<file path="config.mk">
export PLATFORM = sky130hd
export DESIGN_NAME = three_state_min_cost_path_unit
export DESIGN_NICKNAME = d
export VERILOG_FILES = /design/src/design/tsmcp_pkg.sv /design/src/design/tsmcp_front.sv /design/src/design/tsmcp_back.sv /design/src/design/three_state_min_cost_path_unit.sv
export SDC_FILE = /design/constraint.sdc
export NUM_CORES = 2
export LEC_CHECK = 0
export ABC_AREA = 0
export BUFFER_PORTS_ARGS = -buffer_cell sky130_fd_sc_hd__buf_2
export CAP_MARGIN = 10
export CORE_ASPECT_RATIO = 1.75
export CORE_UTILIZATION = 25
export DETAILED_ROUTE_END_ITERATION = 8
export HOLD_SLACK_MARGIN = 0.05
export PLACE_DENSITY = 0.4
export SYNTH_ARGS = -nofsm -noshare
export SYNTH_HDL_FRONTEND = slang
export SYNTH_SLANG_ARGS = --single-unit
</file>
<file path="constraint.sdc">
create_clock -name clock -period 18.7 [get_ports clock]
set_input_delay 0.935 -clock clock [delete_from_list [all_inputs] [get_ports clock]]
set_output_delay 0.935 -clock clock [all_outputs]
set_load 0.05 [all_outputs]
</file>
<file path="src/design/tsmcp_pkg.sv">
`timescale 1ns / 1ps
// ----------------------------------------------------------------------------
// Three-state min-cost path: shared package
// Widths, the column item held in the queue between front and back, and
// the queue head bundle.
// ----------------------------------------------------------------------------
package tsmcp_pkg;

   localparam int VALUE_BITS = 16;
   localparam int COST_BITS  = 40;
   localparam int ROWS       = 3;

   // |a - b| of two VALUE_BITS signed values needs one more bit
   localparam int DIFF_W = VALUE_BITS + 1;
   // candidate sum, wide enough to see any overflow past the cost maximum
   localparam int SUM_W  = ((COST_BITS > DIFF_W) ? COST_BITS : DIFF_W) + 1;

   localparam int REQ_TDATA_W = ((ROWS * VALUE_BITS + 7) / 8) * 8;
   localparam int RSP_TDATA_W = ((COST_BITS + 7) / 8) * 8;

   localparam int QUEUE_DEPTH = 4;
   localparam int QPTR_W      = $clog2(QUEUE_DEPTH);
   localparam int QCNT_W      = $clog2(QUEUE_DEPTH + 1);

   localparam logic [COST_BITS-1:0] COST_MAX = '1;

   typedef struct packed {
      logic                             first_column;
      logic                             last_column;
      logic [ROWS-1:0][VALUE_BITS-1:0]  values;
   } column_type;

   typedef struct packed {
      logic       valid;
      column_type item;
   } queue_head_type;

endpackage

</file>
<file path="src/design/tsmcp_front.sv">
`timescale 1ns / 1ps
// ----------------------------------------------------------------------------
// Three-state min-cost path: front end
// Accepts columns, tags the first column of each sequence and holds them
// in a short queue for the back end.
// ----------------------------------------------------------------------------
module tsmcp_front
   import tsmcp_pkg::*;
(
   input  logic                   clock,
   input  logic                   reset,
   input  logic                   req_tvalid,
   output logic                   req_tready,
   input  logic [REQ_TDATA_W-1:0] req_tdata,
   input  logic                   req_tlast,
   output queue_head_type         head,
   input  logic                   pop
);

   column_type        queue_ff [QUEUE_DEPTH];
   logic [QPTR_W-1:0] wr_ptr_ff;
   logic [QPTR_W-1:0] rd_ptr_ff;
   logic [QCNT_W-1:0] count_ff;
   logic [QCNT_W-1:0] count_in;
   logic              started_ff;
   logic              push;
   column_type        item_in;

   assign req_tready = (count_ff != QCNT_W'(QUEUE_DEPTH));
   assign push       = req_tvalid && req_tready;

   always_comb begin
      item_in.first_column = !started_ff;
      item_in.last_column  = req_tlast;
      item_in.values       = req_tdata[ROWS*VALUE_BITS-1:0];
   end

   always_comb begin
      count_in = count_ff;
      case ({push, pop})
         2'b10:   count_in = count_ff + QCNT_W'(1);
         2'b01:   count_in = count_ff - QCNT_W'(1);
         default: count_in = count_ff;
      endcase
   end

   assign head.valid = (count_ff != '0);
   assign head.item  = queue_ff[rd_ptr_ff];

   always_ff @(posedge clock) begin
      if (reset) begin
         wr_ptr_ff  <= '0;
         rd_ptr_ff  <= '0;
         count_ff   <= '0;
         started_ff <= 1'b0;
      end else begin
         count_ff <= count_in;
         if (push) begin
            wr_ptr_ff  <= wr_ptr_ff + QPTR_W'(1);
            started_ff <= !req_tlast;
         end
         if (pop) begin
            rd_ptr_ff <= rd_ptr_ff + QPTR_W'(1);
         end
      end
   end

   always_ff @(posedge clock) begin
      if (push) begin
         queue_ff[wr_ptr_ff] <= item_in;
      end
   end

   // never pops an empty queue
   assert property (@(posedge clock) disable iff (reset)
      pop |-> head.valid)
      else $error("pop from empty column queue");

   assert property (@(posedge clock) disable iff (reset)
      (push && !pop) |=> (count_ff == $past(count_ff) + QCNT_W'(1)))
      else $error("queue count did not follow a push");

   // a column after the last one opens a new sequence
   assert property (@(posedge clock) disable iff (reset)
      (push && req_tlast) |=> !started_ff)
      else $error("sequence not closed after last column");

endmodule

</file>
<file path="src/design/tsmcp_back.sv">
`timescale 1ns / 1ps
// ----------------------------------------------------------------------------
// Three-state min-cost path: back end
// Add-compare-select over three states per column, then a final minimum
// and the result register.
// ----------------------------------------------------------------------------
module tsmcp_back
   import tsmcp_pkg::*;
(
   input  logic                   clock,
   input  logic                   reset,
   input  queue_head_type         head,
   output logic                   pop,
   output logic                   rsp_tvalid,
   input  logic                   rsp_tready,
   output logic [RSP_TDATA_W-1:0] rsp_tdata,
   output logic                   rsp_tuser
);

   logic [ROWS-1:0][VALUE_BITS-1:0] prev_ff;
   logic [ROWS-1:0][COST_BITS-1:0]  cost_ff;
   logic [ROWS-1:0][COST_BITS-1:0]  cost_in;
   logic                            sat_ff;
   logic                            sat_in;

   logic                            fin_valid_ff;
   logic [ROWS-1:0][COST_BITS-1:0]  fin_cost_ff;
   logic                            fin_sat_ff;
   logic                            fin_move;

   logic                            rsp_valid_ff;
   logic [COST_BITS-1:0]            rsp_cost_ff;
   logic [COST_BITS-1:0]            rsp_cost_in;
   logic                            rsp_sat_ff;

   function automatic logic [DIFF_W-1:0] abs_diff(input logic [VALUE_BITS-1:0] a,
                                                 input logic [VALUE_BITS-1:0] b);
      logic signed [VALUE_BITS:0] ea;
      logic signed [VALUE_BITS:0] eb;
      ea = signed'({a[VALUE_BITS-1], a});
      eb = signed'({b[VALUE_BITS-1], b});
      return (ea >= eb) ? DIFF_W'(ea - eb) : DIFF_W'(eb - ea);
   endfunction

   assign fin_move = fin_valid_ff && (!rsp_valid_ff || rsp_tready);
   assign pop      = head.valid && (!fin_valid_ff || fin_move);

   // add-compare-select, nine candidates, one clamp flag per row
   always_comb begin
      logic [SUM_W-1:0]     sum;
      logic [COST_BITS-1:0] cand;
      logic [COST_BITS-1:0] best;
      logic                 all_clamped;
      sat_in = sat_ff;
      for (int r = 0; r < ROWS; r++) begin
         best        = COST_MAX;
         all_clamped = 1'b1;
         for (int p = 0; p < ROWS; p++) begin
            sum = SUM_W'(cost_ff[p])
                + SUM_W'(abs_diff(head.item.values[r], prev_ff[p]));
            if (sum > SUM_W'(COST_MAX)) begin
               cand = COST_MAX;
            end else begin
               cand        = sum[COST_BITS-1:0];
               all_clamped = 1'b0;
            end
            if (cand < best) begin
               best = cand;
            end
         end
         if (head.item.first_column) begin
            cost_in[r] = '0;
         end else begin
            cost_in[r] = best;
            if (all_clamped) begin
               sat_in = 1'b1;
            end
         end
      end
   end

   always_comb begin
      rsp_cost_in = fin_cost_ff[0];
      if (fin_cost_ff[1] < rsp_cost_in) begin
         rsp_cost_in = fin_cost_ff[1];
      end
      if (fin_cost_ff[2] < rsp_cost_in) begin
         rsp_cost_in = fin_cost_ff[2];
      end
   end

   always_ff @(posedge clock) begin
      if (reset) begin
         prev_ff      <= '0;
         cost_ff      <= '0;
         sat_ff       <= 1'b0;
         fin_valid_ff <= 1'b0;
         rsp_valid_ff <= 1'b0;
      end else begin
         if (pop) begin
            prev_ff <= head.item.values;
            if (head.item.last_column) begin
               cost_ff <= '0;
               sat_ff  <= 1'b0;
            end else begin
               cost_ff <= cost_in;
               sat_ff  <= sat_in;
            end
         end
         if (pop && head.item.last_column) begin
            fin_valid_ff <= 1'b1;
         end else if (fin_move) begin
            fin_valid_ff <= 1'b0;
         end
         if (fin_move) begin
            rsp_valid_ff <= 1'b1;
         end else if (rsp_tready) begin
            rsp_valid_ff <= 1'b0;
         end
      end
   end

   always_ff @(posedge clock) begin
      if (pop && head.item.last_column) begin
         fin_cost_ff <= cost_in;
         fin_sat_ff  <= sat_in;
      end
      if (fin_move) begin
         rsp_cost_ff <= rsp_cost_in;
         rsp_sat_ff  <= fin_sat_ff;
      end
   end

   assign rsp_tvalid = rsp_valid_ff;
   assign rsp_tdata  = RSP_TDATA_W'(rsp_cost_ff);
   assign rsp_tuser  = rsp_sat_ff;

   assert property (@(posedge clock) disable iff (reset)
      (pop && head.item.last_column) |=> fin_valid_ff)
      else $error("last column did not reach the final stage");

   assert property (@(posedge clock) disable iff (reset)
      (pop && head.item.last_column) |=> (cost_ff == '0 && !sat_ff))
      else $error("path costs not cleared after last column");

   // the first column of a sequence never raises saturation
   assert property (@(posedge clock) disable iff (reset)
      (pop && head.item.first_column && !sat_ff) |-> !sat_in)
      else $error("saturation raised on a first column");

   assert property (@(posedge clock) disable iff (reset)
      (fin_valid_ff && !fin_move) |-> !pop)
      else $error("column taken while final stage blocked");

endmodule

</file>
<file path="src/design/three_state_min_cost_path_unit.sv">
`timescale 1ns / 1ps
// ----------------------------------------------------------------------------
// Three-state min-cost path unit
// Trellis dynamic programming over columns of three signed values.
// ----------------------------------------------------------------------------
// Usage:
//   req_* carries one column per item: three signed values in tdata and
//   the end-of-sequence mark in tlast. Each column updates three path
//   costs, cost(r) = min over p of cost(p) + |value(r) - previous(p)|; the
//   first column of a sequence sets all costs to zero.
//   rsp_* carries one item per sequence, after its last column: the
//   smallest of the three costs in tdata and a saturation flag in tuser.
//   Costs clamp at 2^40 - 1; the flag is set when some row's true minimum
//   went past that.
// Throughput: one column per cycle while the final stage is not held by a
//   stalled result. Path: the last column passes through the queue, the
//   compare-select into the final stage, then the final minimum into the
//   result register.
// Reset: clears the queue, the costs, the stored column and the result.
// Stall: a held result fills the final stage, then the four-item queue;
//   req_tready drops only when the queue is full.
// ----------------------------------------------------------------------------
module three_state_min_cost_path_unit
   import tsmcp_pkg::*;
(
   input  logic                   clock,
   input  logic                   reset,
   input  logic                   req_tvalid,
   output logic                   req_tready,
   // value_row0 [15:0], value_row1 [31:16], value_row2 [47:32]
   input  logic [REQ_TDATA_W-1:0] req_tdata,
   // last_column
   input  logic                   req_tlast,
   output logic                   rsp_tvalid,
   input  logic                   rsp_tready,
   // min_cost [39:0]
   output logic [RSP_TDATA_W-1:0] rsp_tdata,
   // cost_saturated
   output logic                   rsp_tuser
);

   queue_head_type head;
   logic           pop;

   // front: accept, tag first column, queue
   tsmcp_front u_front (
      .clock      (clock),
      .reset      (reset),
      .req_tvalid (req_tvalid),
      .req_tready (req_tready),
      .req_tdata  (req_tdata),
      .req_tlast  (req_tlast),
      .head       (head),
      .pop        (pop)
   );

   // back: compare-select, final minimum, result register
   tsmcp_back u_back (
      .clock      (clock),
      .reset      (reset),
      .head       (head),
      .pop        (pop),
      .rsp_tvalid (rsp_tvalid),
      .rsp_tready (rsp_tready),
      .rsp_tdata  (rsp_tdata),
      .rsp_tuser  (rsp_tuser)
   );

endmodule

</file>
# [Word level (Yosys, flattened, before mapping)]
# Memory sizes are Yosys's and may differ from the RTL's. A register that Yosys moved wholly into a read port is not among the register bits.
# Cells that the tools add are included.
# Widths: inputs -> output; s select.
[classes] addsub=31 eq_ne=3 n_lt_le_gt_ge=29 mux=58 reduce_logical=14
[op_table] cell="$mux 40" count=23
[op_table] cell="$add 40x17->41" count=9
[op_table] cell="$gt 41x40->1 const B" count=9
[op_table] cell="$lt 40x40->1" count=8
[op_table] cell="$sub 16x16->17" count=18
[op_table] cell="$mux 17" count=9
[op_table] cell="$ge 16x16->1" count=9
[op_table] cell="$lt 40x40->1 const B" count=3
[op_table] cell="$mux 120" count=1
[op_table] cell="$mux 1" count=22
[op_table] cell="$pmux 3 s2" count=1
[op_table] cell="$reduce_bool 2->1" count=3
[op_table] cell="$add 2x1->2 const B" count=2
[op_table] cell="$logic_and 1x1->1" count=4
[op_table] cell="$logic_not 1->1" count=4
[op_table] cell="$mux 2" count=2
[op_table] cell="$add 3x1->3 const B" count=1
[op_table] cell="$ne 3x3->1 const B" count=1
[op_table] cell="$reduce_bool 3->1" count=1
[op_table] cell="$sub 3x1->3 const B" count=1
[op_table] cell="$eq 2x1->1 const B" count=1
[op_table] cell="$eq 2x2->1 const B" count=1
[op_table] cell="$logic_or 1x1->1" count=2
[totals] ramBits=200 input_bits=53 ff_bits=341 out_inout_bits=43 n_memories=1
[memory_table] memory="u_front.queue_ff" words=4 word_bits=50 rd=1 rd_ports_with_merged_regs=1 wr=1 line="tsmcp_front.sv:20" rtl="column_type queue_ff [QUEUE_DEPTH];"

# [Longest topological paths before layout]
[logic_depth] ltp_word=14 ltp_mapped=57 ltp_nobuf=48

# [By module]
# Synthesis repeated with hierarchy kept, for this count alone.
[hier_totals] hier_cells=6712 hier_area_um2=56995.9
[by_module_without_submodules] mod="tsmcp_back" n_inst=1 area_per_inst_um2=49218.5 cells_each=6394
[by_module_without_submodules] mod="tsmcp_front" n_inst=1 area_per_inst_um2=7777.5 cells_each=318

# [Worst setup path before layout]
# OpenSTA, ideal clock, no wires.
[synth_timing] kind="reg-to-reg" from="register (tool-made name)" to="register u_back.fin_cost_ff[13] (netlist bit), data pin" required_ps=18434 path_stages_with_launch=52 synth_period_minus_slack_ps=11864 setup_ps=266 setup_slack_ps=6836 arrival_ps=11598 n_path_buf=10 path_cell_list="dfxtp_1 -> clkbuf_1 -> buf_1 -> buf_1 -> mux4_2 -> inv_1 -> ha_1 -> nor2b_1 -> o21ai_0 -> a21boi_0 -> o21ai_0 -> a211oi_1 -> o21ai_0 -> a21oi_2 -> clkbuf_1 -> buf_1 -> mux2_2 -> fa_1 -> [... 16 more ...] -> nand2b_1 -> buf_2 -> buf_2 -> o21ai_0 -> ha_1 -> a21o_1 -> a21o_1 -> a21o_1 -> a211oi_1 -> o21ai_0 -> o2111ai_1 -> o21ai_0 -> or3_1 -> buf_1 -> nor2_4 -> buf_4 -> mux2i_1 -> nor2_1"
[synth_rtl] item="to (signal assigned)" line="tsmcp_back.sv:125" rtl="fin_cost_ff <= cost_in;"
[synth_rtl] item="to (decl)" line="tsmcp_back.sv:27" rtl="logic [ROWS-1:0][COST_BITS-1:0] fin_cost_ff;"

==> metrics.cfg <==
[outcome]
status = completed

[clock_tree]
cts_made_buffers = 70
cts.sinks = 543
ctsHoldBuffers = 0
cts_resized = 0
cts_buffer_depth = 3
cts_setup_buffers = 0
clk_pin_slew_ns = 0.06
insertion_delay_ns = 0.75
cts-htree-levels = 3
cts_tree = yes
clock-root-buffer = clkbuf_16

[route]
drc = 0
wl_per_cell_um = 34.3
drt_pass1_iterations = 8
drtAntennaViolNets = 0
vias_per_cell = 5.43
vias = 51871
drt-initial-drc-count = 3227
drt-total-wl_mm = 328

[setup_path]
worst-path-max-fanout = 34
required_ns = 19.08
cp-end-kind = register
arrival_ns = 16.93
slowest_delay_ns = 0.96
cpMaxStageDelayCell = o2bb2ai_1
cpMostUsedCell = o21ai_0
path_class = register to register
startpoint_type = register

[grt]
grt_max_degree = 74
antenna_found_initial = 24
grt_pass1_vias = 53133
overflow = 0
grt_usage = 0.283
grt_pass1_wl_mm = 440

[timing]
fin_setup_tns_ns = 0
setup_violations = 0
worst_slack_ns = 2.15
tightest_slew_ns = 1.36
rsz0062_at_grt = no
hold_viol = 0
slew_headroom = 0.0676
whs_ns = 0.408
slew_violations = 0
max_freq_mhz = 60.4
fin_crit_sh = 0.885
clock_skew_ns = 0.0398
min_period_ns = 16.55

[final_layout]
layout.cells.most_common = ha_1
nets = 7447
final_cell_mix = ha_1 (775), nand2_1 (673), a21oi_1 (588), nor2_1 (508), inv_1 (437)
post-route-util = 0.278
synthToLayoutAreaGrowth_pct = 10.9
drive_above_1_share = 0.0832

[synthesis]
syn_avg_cell_area_um2 = 8.46
synth_cell_types = 108
synth_xor_area_frac = 0.0508
synthesis.area_um2 = 56200
synthMuxAreaShare = 0.0770
synth-compound-area-share = 0.215
synth_seq_cells = 543
synth_top_family_by_area = compound AO/OA/AOI/OAI gates
synth_edf_count = 362
synthArstFlopShare = 0
ys.flop_type = edfxtp_1
syn_inst = 6648
yosys.area_share.simple = 0.161
yosysWarnings = 0
yosysSeqAreaShare = 0.258
synthAdderAreaFrac = 0.182
synth_fp_nets = 7504

[die]
core_um2 = 224000
die_w_um = 360
rows = 230
start_util = 0.251
dieArea_um2 = 227000
die_y_um = 629
io_pins = 96

[placement]
place.gp.congestion = 1.08
dp_slack_ns = 2.42
dp_hpwl_mm = 270
io_buffers = 95

[hold_path]
min_path_type = primary input to register

[job]
drv_cap = 0

[cell type report]
| class | count | area [µm²] |
|---|---|---|
| antenna | 6 | 15.0 |
| clock buffer | 88 | 1900 |
| clock inverter | 40 | 526 |
| fill | 24291 | 162000 |
| inverter | 439 | 1650 |
| multi-input combinational | 5326 | 38800 |
| sequential | 543 | 14500 |
| tap | 2900 | 3630 |
| timing repair buffer | 211 | 1350 |
[critical path, delay by kind of cell (launching register included)]
kind / cells / cell delay [ns]
compound gates: 21 / 6.51
mux: 2 / 1.16
flops: 1 / 0.76
fa+ha+maj: 4 / 1.51
simple gates: 13 / 4.24
buf+inv: 4 / 1.50
xor+xnor: 1 / 0.36
[cell families after synthesis]
| group | after synthesis |
|---|---|
| simple gates | 1929 |
| compound gates | 1916 |
| fa+ha+maj | 803 |
| buf+inv | 779 |
| flops | 543 |
| mux | 352 |
| xor+xnor | 326 |
[through the flow]
stage,area [µm²],instances
2_1_floorplan,56200,6648
3_3_place_gp,59900,9418
3_5_place_dp,59900,9418
4_1_cts,62300,9546
5_1_grt,62300,9549
6_report,62300,9553
[metal layers]
| layer | up-vias | GRT usage | share of wire |
|---|---|---|---|
| met3 | 974 | 0.0453 | 0.042 |
| li1 | 23955 | - | - |
| met1 | 25096 | 0.231 | 0.29 |
| met2 | 1830 | 0.520 | 0.51 |
| met5 | - | 0 | 0.00032 |
| met4 | 16 | 0.353 | 0.15 |
[state kept, by name (all words and copies together), names as in the netlist, named ones only]
name                 count
u_front.count_ff         3
u_front.wr_ptr_ff        2
u_back.fin_valid_ff      1
u_back.fin_sat_ff        1
u_front.queue_ff       200
u_back.rsp_tvalid        1
u_back.fin_cost_ff     120
u_back.sat_ff            1
u_front.started_ff       1
u_back.prev_ff          48
u_back.cost_ff         120
u_back.rsp_tuser         1
u_back.rsp_tdata        40
u_front.rd_ptr_ff        2
[worst paths after layout]
path	slack, ns	end	cells past startpoint	start
max	2.15	u_back.fin_cost_ff[21]	45	register
min	0.41	u_front.queue_ff[2][9]	1	req_tdata[9]
min reg2reg	0.41	u_back.rsp_tuser	0	u_back.fin_sat_ff
max reg2reg	2.15	u_back.fin_cost_ff[21]	45	register
[Yosys cell counts (29+ instances only)]
cell type	n	area, µm²
ha_1	775	9700
nand2_1	673	2530
a21oi_1	590	2950
nor2_1	509	1910
inv_1	438	1640
o21ai_0	395	1980
edfxtp_1	362	10900
a21o_1	269	2020
clkbuf_1	240	901
mux2i_1	216	2160
xnor2_1	199	1740
dfxtp_1	181	3620
xor2_1	127	1110
nand3_1	126	631
nand4_1	119	744
nor2b_1	87	544
o21bai_1	85	638
and3_1	82	513
a211oi_1	70	526
mux2_2	69	777
nor3_1	66	330
and2_1	64	400
o21a_1	64	480
a31oi_1	63	394
buf_2	63	315
nand2b_1	56	350
mux4_2	52	1170
o21ai_1	48	240
o211ai_1	46	345
or3_1	38	238
o31ai_1	31	233
a22o_1	29	254
Power is left out: the tool's default activity adds up to more than one toggle a clock period on the data nets, which glitch-free logic cannot reach.
